<file path="src/hw/rtl/tpr_pkg.sv">
package tpr_pkg;

	localparam int unsigned CNT_W   = 3;
	localparam int unsigned WIN_W   = 8;
	localparam int unsigned COORD_W = 16;
	localparam int unsigned CFG_IDX_W = 1;
	localparam int unsigned CFG_DATA_W = 16;

	localparam logic [7:0]         HDR_FIRST  = 8'hA1;
	localparam logic [7:0]         HDR_SECOND = 8'h00;
	localparam logic [CNT_W-1:0]   PKT_LAST   = 3'd5;
	localparam logic [COORD_W-1:0] IN_FULL    = 16'hFFFF;
	localparam logic [WIN_W-1:0]   WIN_MAX    = 8'hFF;

	localparam logic [WIN_W-1:0]   WINDOW_MS_RST  = 8'd30;
	localparam logic [COORD_W-1:0] FULL_SCALE_RST = 16'd10000;

	localparam logic [CFG_IDX_W-1:0] REG_WINDOW_MS  = 1'd0;
	localparam logic [CFG_IDX_W-1:0] REG_FULL_SCALE = 1'd1;

	localparam logic KIND_BYTE = 1'b0;
	localparam logic KIND_TICK = 1'b1;

	typedef struct packed {
		logic       kind;
		logic [7:0] data_byte;
	} rx_item_t;

	typedef struct packed {
		logic               pressed;
		logic [COORD_W-1:0] coord_x;
		logic [COORD_W-1:0] coord_y;
	} ev_item_t;

endpackage

</file>
<file path="src/hw/rtl/tpr_scale.sv">
module tpr_scale (
	input  logic                          clk,
	input  logic                          en,
	input  logic [tpr_pkg::COORD_W-1:0]   value,
	input  logic [tpr_pkg::COORD_W-1:0]   scale,
	output logic [tpr_pkg::COORD_W-1:0]   quot
);

	logic [2*tpr_pkg::COORD_W-1:0] prod_s2;
	logic [2*tpr_pkg::COORD_W:0]   sum;

	always_ff @(posedge clk) begin
		if (en) begin
			prod_s2 <= (2*tpr_pkg::COORD_W)'(value) * (2*tpr_pkg::COORD_W)'(scale);
		end
	end

	// floor(p / 65535) = (p + (p >> 16) + 1) >> 16 for any product of two 16-bit values
	assign sum = (2*tpr_pkg::COORD_W+1)'(prod_s2)
		+ (2*tpr_pkg::COORD_W+1)'(prod_s2[2*tpr_pkg::COORD_W-1:tpr_pkg::COORD_W])
		+ (2*tpr_pkg::COORD_W+1)'(1);
	assign quot = sum[2*tpr_pkg::COORD_W-1:tpr_pkg::COORD_W];

endmodule

</file>
<file path="src/hw/rtl/touch_packet_receiver_core.sv">
// Channel | Direction | Handshake              | Payload
// rx      | in        | rx_valid / rx_stall    | rx_item (kind, data_byte)
// ev      | out       | ev_valid / ev_stall    | ev_item (pressed, coord_x, coord_y)
// cfg     | in        | cfg_valid / cfg_ready  | cfg_index, cfg_data
//
// One item per cycle while ev is not stalled. Behind the input register, the packet state
// update and coordinate multiply are registered in stage 2, then the divide by 65535 into ev.
// Items that produce no event leave the pipe after the state update stage.
// arst_n clears all control state and loads the register reset values.
// A stalled ev holds its result while the two stages behind it keep filling.
module touch_packet_receiver_core (
	input  logic                                clk,
	input  logic                                arst_n,
	input  logic                                rx_valid,
	output logic                                rx_stall,
	input  tpr_pkg::rx_item_t                   rx_item,
	output logic                                ev_valid,
	input  logic                                ev_stall,
	output tpr_pkg::ev_item_t                   ev_item,
	input  logic                                cfg_valid,
	output logic                                cfg_ready,
	input  logic [tpr_pkg::CFG_IDX_W-1:0]       cfg_index,
	input  logic [tpr_pkg::CFG_DATA_W-1:0]      cfg_data
);

	logic [tpr_pkg::WIN_W-1:0]   window_ms_q;
	logic [tpr_pkg::COORD_W-1:0] full_scale_q;

	logic [tpr_pkg::CNT_W-1:0] cnt_q, cnt_nx;
	logic [tpr_pkg::WIN_W-1:0] elapsed_q, elapsed_nx, elapsed_inc;
	logic                      held_q, held_nx;
	logic [7:0]                x_hi_q, x_lo_q, y_hi_q;

	logic                      valid_s1;
	tpr_pkg::rx_item_t         item_s1;
	logic                      valid_s2;
	logic                      pressed_s2;
	logic                      ev_valid_q;
	tpr_pkg::ev_item_t         ev_item_q;

	logic ev_free, s2_free, s1_free, fire;
	logic emit, press;
	logic [tpr_pkg::COORD_W-1:0] x_val, y_val, x_quot, y_quot;

	assign cfg_ready = 1'b1;

	always_ff @(posedge clk or negedge arst_n) begin
		if (!arst_n) begin
			window_ms_q  <= tpr_pkg::WINDOW_MS_RST;
			full_scale_q <= tpr_pkg::FULL_SCALE_RST;
		end else if (cfg_valid && cfg_ready) begin
			case (cfg_index)
				tpr_pkg::REG_WINDOW_MS:  window_ms_q  <= cfg_data[tpr_pkg::WIN_W-1:0];
				tpr_pkg::REG_FULL_SCALE: full_scale_q <= cfg_data;
				default: ;
			endcase
		end
	end

	assign ev_free  = !ev_valid_q || !ev_stall;
	assign s2_free  = !valid_s2 || ev_free;
	assign s1_free  = !valid_s1 || s2_free;
	assign rx_stall = !s1_free;
	assign fire     = valid_s1 && s2_free;

	assign elapsed_inc = (elapsed_q == tpr_pkg::WIN_MAX) ? elapsed_q
		: elapsed_q + tpr_pkg::WIN_W'(1);

	always_comb begin
		cnt_nx     = cnt_q;
		elapsed_nx = elapsed_q;
		held_nx    = held_q;
		emit       = 1'b0;
		press      = 1'b0;
		if (item_s1.kind == tpr_pkg::KIND_TICK) begin
			elapsed_nx = elapsed_inc;
			if (elapsed_inc >= window_ms_q) begin
				// window expired: drop partial packet, release if a touch is held
				elapsed_nx = '0;
				cnt_nx     = '0;
				if (held_q) begin
					held_nx = 1'b0;
					emit    = 1'b1;
				end
			end
		end else begin
			case (cnt_q)
				3'd0: cnt_nx = (item_s1.data_byte == tpr_pkg::HDR_FIRST) ? 3'd1 : 3'd0;
				3'd1: cnt_nx = (item_s1.data_byte == tpr_pkg::HDR_SECOND) ? 3'd2 : 3'd0;
				3'd2, 3'd3, 3'd4: cnt_nx = cnt_q + 3'd1;
				tpr_pkg::PKT_LAST: begin
					cnt_nx     = '0;
					elapsed_nx = '0;
					held_nx    = 1'b1;
					emit       = 1'b1;
					press      = 1'b1;
				end
				default: cnt_nx = '0;
			endcase
		end
	end

	always_ff @(posedge clk or negedge arst_n) begin
		if (!arst_n) begin
			cnt_q     <= '0;
			elapsed_q <= '0;
			held_q    <= 1'b0;
		end else if (fire) begin
			cnt_q     <= cnt_nx;
			elapsed_q <= elapsed_nx;
			held_q    <= held_nx;
		end
	end

	// payload bytes; the last Y byte is used straight from the input register
	always_ff @(posedge clk) begin
		if (fire && item_s1.kind == tpr_pkg::KIND_BYTE) begin
			case (cnt_q)
				3'd2: x_hi_q <= item_s1.data_byte;
				3'd3: x_lo_q <= item_s1.data_byte;
				3'd4: y_hi_q <= item_s1.data_byte;
				default: ;
			endcase
		end
	end

	assign x_val = press ? {x_hi_q, x_lo_q} : '0;
	assign y_val = press ? tpr_pkg::IN_FULL - {y_hi_q, item_s1.data_byte} : '0;

	tpr_scale u_scale_x (
		.clk   (clk),
		.en    (fire && s2_free),
		.value (x_val),
		.scale (full_scale_q),
		.quot  (x_quot)
	);

	tpr_scale u_scale_y (
		.clk   (clk),
		.en    (fire && s2_free),
		.value (y_val),
		.scale (full_scale_q),
		.quot  (y_quot)
	);

	always_ff @(posedge clk or negedge arst_n) begin
		if (!arst_n) begin
			valid_s1   <= 1'b0;
			valid_s2   <= 1'b0;
			ev_valid_q <= 1'b0;
		end else begin
			if (s1_free) begin
				valid_s1 <= rx_valid;
			end
			if (s2_free) begin
				valid_s2 <= fire && emit;
			end
			if (ev_free) begin
				ev_valid_q <= valid_s2;
			end
		end
	end

	always_ff @(posedge clk) begin
		if (s1_free && rx_valid) begin
			item_s1 <= rx_item;
		end
		if (fire) begin
			pressed_s2 <= press;
		end
		if (ev_free && valid_s2) begin
			ev_item_q.pressed <= pressed_s2;
			ev_item_q.coord_x <= x_quot;
			ev_item_q.coord_y <= y_quot;
		end
	end

	assign ev_valid = ev_valid_q;
	assign ev_item  = ev_item_q;

`ifndef SYNTHESIS
	a_cnt_range: assert property (@(posedge clk) disable iff (!arst_n)
		cnt_q <= tpr_pkg::PKT_LAST)
		else $error("packet byte count out of range");

	a_release_zero: assert property (@(posedge clk) disable iff (!arst_n)
		ev_valid && !ev_item.pressed |-> ev_item.coord_x == '0 && ev_item.coord_y == '0)
		else $error("release event carries nonzero coordinates");

	a_press_holds: assert property (@(posedge clk) disable iff (!arst_n)
		fire && press |=> held_q && cnt_q == '0 && elapsed_q == '0)
		else $error("completed packet did not set held state");

	a_stall_full: assert property (@(posedge clk) disable iff (!arst_n)
		rx_stall |-> valid_s1 && valid_s2 && ev_valid_q)
		else $error("input stalled with room in the pipeline");
`endif

endmodule

</file>
<file path="config.mk">
export PLATFORM = sky130hd
export DESIGN_NAME = touch_packet_receiver_core
export DESIGN_NICKNAME = d
export VERILOG_FILES = /design/src/hw/rtl/tpr_pkg.sv /design/src/hw/rtl/tpr_scale.sv /design/src/hw/rtl/touch_packet_receiver_core.sv
export SDC_FILE = /design/constraint.sdc
export NUM_CORES = 1
export LEC_CHECK = 0
export BUFFER_PORTS_ARGS = -buffer_cell sky130_fd_sc_hd__buf_2
export CORE_UTILIZATION = 28
export CTS_CLUSTER_SIZE = 25
export DETAILED_ROUTE_END_ITERATION = 10
export GPL_TIMING_DRIVEN = 0
export HOLD_SLACK_MARGIN = 0.02
export PLACE_DENSITY = 0.45
export SYNTH_ARGS = -nofsm -noshare
export SYNTH_HDL_FRONTEND = slang
export SYNTH_SLANG_ARGS = --single-unit
</file>
<file path="constraint.sdc">
create_clock -name clk -period 9.8 [get_ports clk]
set_input_delay 0.98 -clock clk [delete_from_list [all_inputs] [get_ports clk]]
set_output_delay 0.98 -clock clk [all_outputs]
set_load 0.01 [all_outputs]
</file>
==> flow_summary_export.csv <==
group,metric,value,unit
status,status,"finished, final reports clean",
die,die_x,297.5,um
placed_design,place.gp.congestion,0.8813,
global_routing,grt_max_degree,40,
drt,num_vias,17857,
timing,skew,0.02808,ns
pwr,peakVddDrop,0.1493,mV
global_routing,gr-total-overflow,0,
yosys,synth-edff-count,131,
final_layout,fin_nets,3276,
timing,setup_viol,0,
min_path,hold_depth,0,
placed_design,dp_hpwl,58.36,mm
yosys,ys_ff_latch,170,
drt,initialDrtViolationCount,886,
final_layout,drive_gt1_share,5.615,%
timing,slew_viol_final,0,
global_routing,antenna_found_initial,2,
timing,maxSlewHeadroom,34.06,%
clocking,cts_tree,"done",
yosys,async_flop_share,22.94,%
global_routing,grt_pass1_wl,109.9,mm
yosys,synth_area,24460,um^2
pwr,p_leak,13.37,nW
final_layout,area_delta_synth_final,9.705,%
critical_path,reg2reg_depth,26,
critical_path,crit_type,"reg -> reg",
placed_design,io_buffers,65,
die,row_count,108,
min_path,hold_path_class,"reg -> reg",
timing,hold_violations,0,
global_routing,grt_pass1_vias,19173,
die,start_util,28.24,%
drt,post_drt_via_cell_ratio,4.728,
die,core,86620,um^2
die,die_h,297.5,um
clocking,htreeDepth,4,
timing,tns,0,ns
run,maxCapViolations,0,
clocking,ctsResizeCount,0,
yosys,synth.largest_area_cell,"fa_1",
clocking,cts_hold_buffers,0,
drt,wl,70.48,mm
drt,wl_per_cell,18.66,um
pwr,power,1.791,mW
clocking,cts_setup_buffers,0,
critical_path,crit_fanout,10,
clocking,cts_buffers,17,
timing,tightest_slew,0.9891,ns
timing,finalCriticalPeriod,8.856,ns
yosys,ys_seq_area_share,20.12,%
final_layout,n_fill_cell,9084,
yosys,yosys_warnings,0,
timing,fmax,112.9,MHz
timing,fin_crit_sh,90.37,%
drt,first_pass_iters,5,
yosys,syn_avg_cell_area,9.709,um^2
clocking,cts.clk_slew.worst_paths,0.08,ns
pwr,power_density,66.77,nW/um^2
critical_path,required,10.00,ns
clocking,insertion_delay,0.50,ns
yosys,synth_area_leaders,"fa_1 32%, edfxtp_1 16%, ha_1 13%, inv_1 7.3%, nand2_1 5.1%",
critical_path,crit_arrival,9.06,ns
critical_path,crit_path_end_kind,"register",
clocking,max-clock-path-buffers,2,
clocking,cts.sinks,170,
drt,post-route-drc-count,0,
yosys,ys.flop_type,"edfxtp_1",
drt,postRouteAntennaNets,0,
timing,rsz0062_at_grt,"no",
die,ios,67,
global_routing,grt_util_all_layers,16.46,%
yosys,synthCells,2519,
critical_path,start_kind,"register",
yosys,synth.top_cell.area_share,31.76,%
yosys,yosys.cell_types.count,62,
clocking,root_buffer,"clkbuf_16",
yosys,syn_nets,3190,
die,die_area,88530,um^2
[per-stage QoR]
step	utilization, %	setup WS [ns]	hold WS [ns]	instances	instance area, um^2
global placement	30.28	1.050	0.4093	3739	26230
global route	30.96	0.3580	0.4375	3773	26820
CTS	30.96	0.8760	0.4310	3773	26820
detailed placement	30.34	0.9153	0.4135	3741	26280
finish	30.98	0.9440	0.4304	3777	26830
floorplan	-	2.683	0.4003	2519	24460
[power breakdown]
part | switching [mW] | leakage [nW] | internal [mW] | total, mW
clock network | 0.349 | 0.262 | 0.329 | 0.677
registers | 0.0502 | 1.75 | 0.809 | 0.860
logic | 0.193 | 11.4 | 0.0615 | 0.254
total | 0.592 | 13.4 | 1.20 | 1.79
[path summary, 6_finish.rpt]
check	from	end	slack (ns)
max in group asynchronous	arst_n	cnt_q[0]$_DFFE_PN0P_	8.62
setup / recovery	cnt_q[1]$_DFFE_PN0P_	u_scale_y.prod_s2[31]$_DFFE_PP_	0.94
hold reg to reg	pressed_s2$_DFFE_PP_	ev_item[32]$_DFFE_PP_	0.43
hold / removal	pressed_s2$_DFFE_PP_	ev_item[32]$_DFFE_PP_	0.43
min in group asynchronous	arst_n	full_scale_q[0]$_DFFE_PN0P_	0.61
setup reg to reg	cnt_q[1]$_DFFE_PN0P_	u_scale_y.prod_s2[31]$_DFFE_PP_	0.94
[layout by cell type, fill, tap and decap left out, drive strengths merged, types with 5 or more instances in the layout]
| cell | synthesis | final |
|---|---|---|
| o21a | 9 | 9 |
| o211ai | 8 | 8 |
| nand4 | 19 | 19 |
| inv | 473 | 480 |
| o21ai | 52 | 52 |
| nand3 | 42 | 42 |
| nor2 | 57 | 57 |
| and2 | 138 | 138 |
| a21o | 38 | 38 |
| a221oi | 5 | 5 |
| nand2 | 335 | 335 |
| clkinv | 0 | 5 |
| dfrtp | 30 | 30 |
| mux2 | 18 | 18 |
| nor3 | 6 | 6 |
| and3 | 134 | 134 |
| o31ai | 7 | 7 |
| a31oi | 8 | 8 |
| clkbuf | 110 | 128 |
| o21bai | 8 | 8 |
| dfstp | 9 | 9 |
| xnor2 | 63 | 63 |
| nand2b | 14 | 14 |
| a21oi | 82 | 82 |
| buf | 1 | 68 |
| nor2b | 11 | 11 |
| xor2 | 24 | 24 |
| fa | 388 | 388 |
| ha | 252 | 252 |
| edfxtp | 131 | 131 |
[synthesized netlist by cell type (all sizes together), types with 42 or more instances]
| master | count |
|---|---|
| and2 | 138 |
| edfxtp | 131 |
| fa | 388 |
| o21ai | 52 |
| a21oi | 82 |
| inv | 473 |
| and3 | 134 |
| clkbuf | 110 |
| nand2 | 335 |
| ha | 252 |
| nand3 | 42 |
| xnor2 | 63 |
| nor2 | 57 |
[cells by family (layout without fill, tap and decap cells)]
group | after synthesis | after routing | synth area share, %
buffers and inverters | 584 | 683 | 8.978
adders and majority gates | 640 | 640 | 44.65
other | 1 | 5 | 0.01533
AOI/OAI and AO/OA | 244 | 244 | 6.569
and+or+nand+nor | 774 | 774 | 15.68
muxes | 19 | 19 | 0.8697
DFF | 170 | 170 | 20.12
xor gates and xnor gates | 87 | 87 | 3.116
[sequential cells by signal, summed over array words and instances (netlist names)]
signal and cells:
ev_item 33, u_scale_x.prod_s2 32, u_scale_y.prod_s2 32, full_scale_q 16, item_s1 9, elapsed_q 8, window_ms_q 8, x_hi_q 8
x_lo_q 8, y_hi_q 8, cnt_q 3, ev_valid 1, held_q 1, pressed_s2 1, valid_s1 1, valid_s2 1
[worst max-delay path: stages (launching register included)]
cell and delay (ns):
dfrtp_1 0.42, inv_1 0.09, ha_1 0.20, nand2_1 0.17, or2_2 0.31, clkbuf_1 0.24
clkbuf_1 0.28, nor2_1 0.65, clkbuf_1 0.56, nand2_1 0.16, fa_1 0.52, fa_1 0.57
fa_1 0.44, fa_1 0.54, inv_1 0.05, fa_1 0.47, inv_1 0.05, fa_1 0.47
inv_1 0.04, ha_1 0.34, a21o_1 0.24, nor4_1 0.40, o21ai_1 0.22, a41oi_1 0.40
o21ai_1 0.22, a221oi_2 0.33, xnor2_1 0.16
[final cells by class]
type / instances / area [um^2] / area share [%]
multi-input combinational: 1765 / 17350 / 64.67
sequential: 170 / 4921 / 18.34
inverter: 473 / 1778 / 6.627
tap: 1155 / 1445 / 5.386
clock buffer: 18 / 429.2 / 1.600
buffer: 111 / 420.4 / 1.567
timing repair buffer: 67 / 365.4 / 1.362
clock inverter: 14 / 110.1 / 0.4104
antenna: 4 / 10.01 / 0.03731
[layer usage]
metal | GRT usage [%] | part of all wire, % | vias to the layer above
met5 | 0 | 0 | -
met4 | 4.934 | 2.3 | 0
met3 | 2.848 | 5.3 | 80
met2 | 27.33 | 48 | 430
met1 | 21.79 | 45 | 9171
li1 | - | - | 8176
Power figures use the tool's default switching activity.
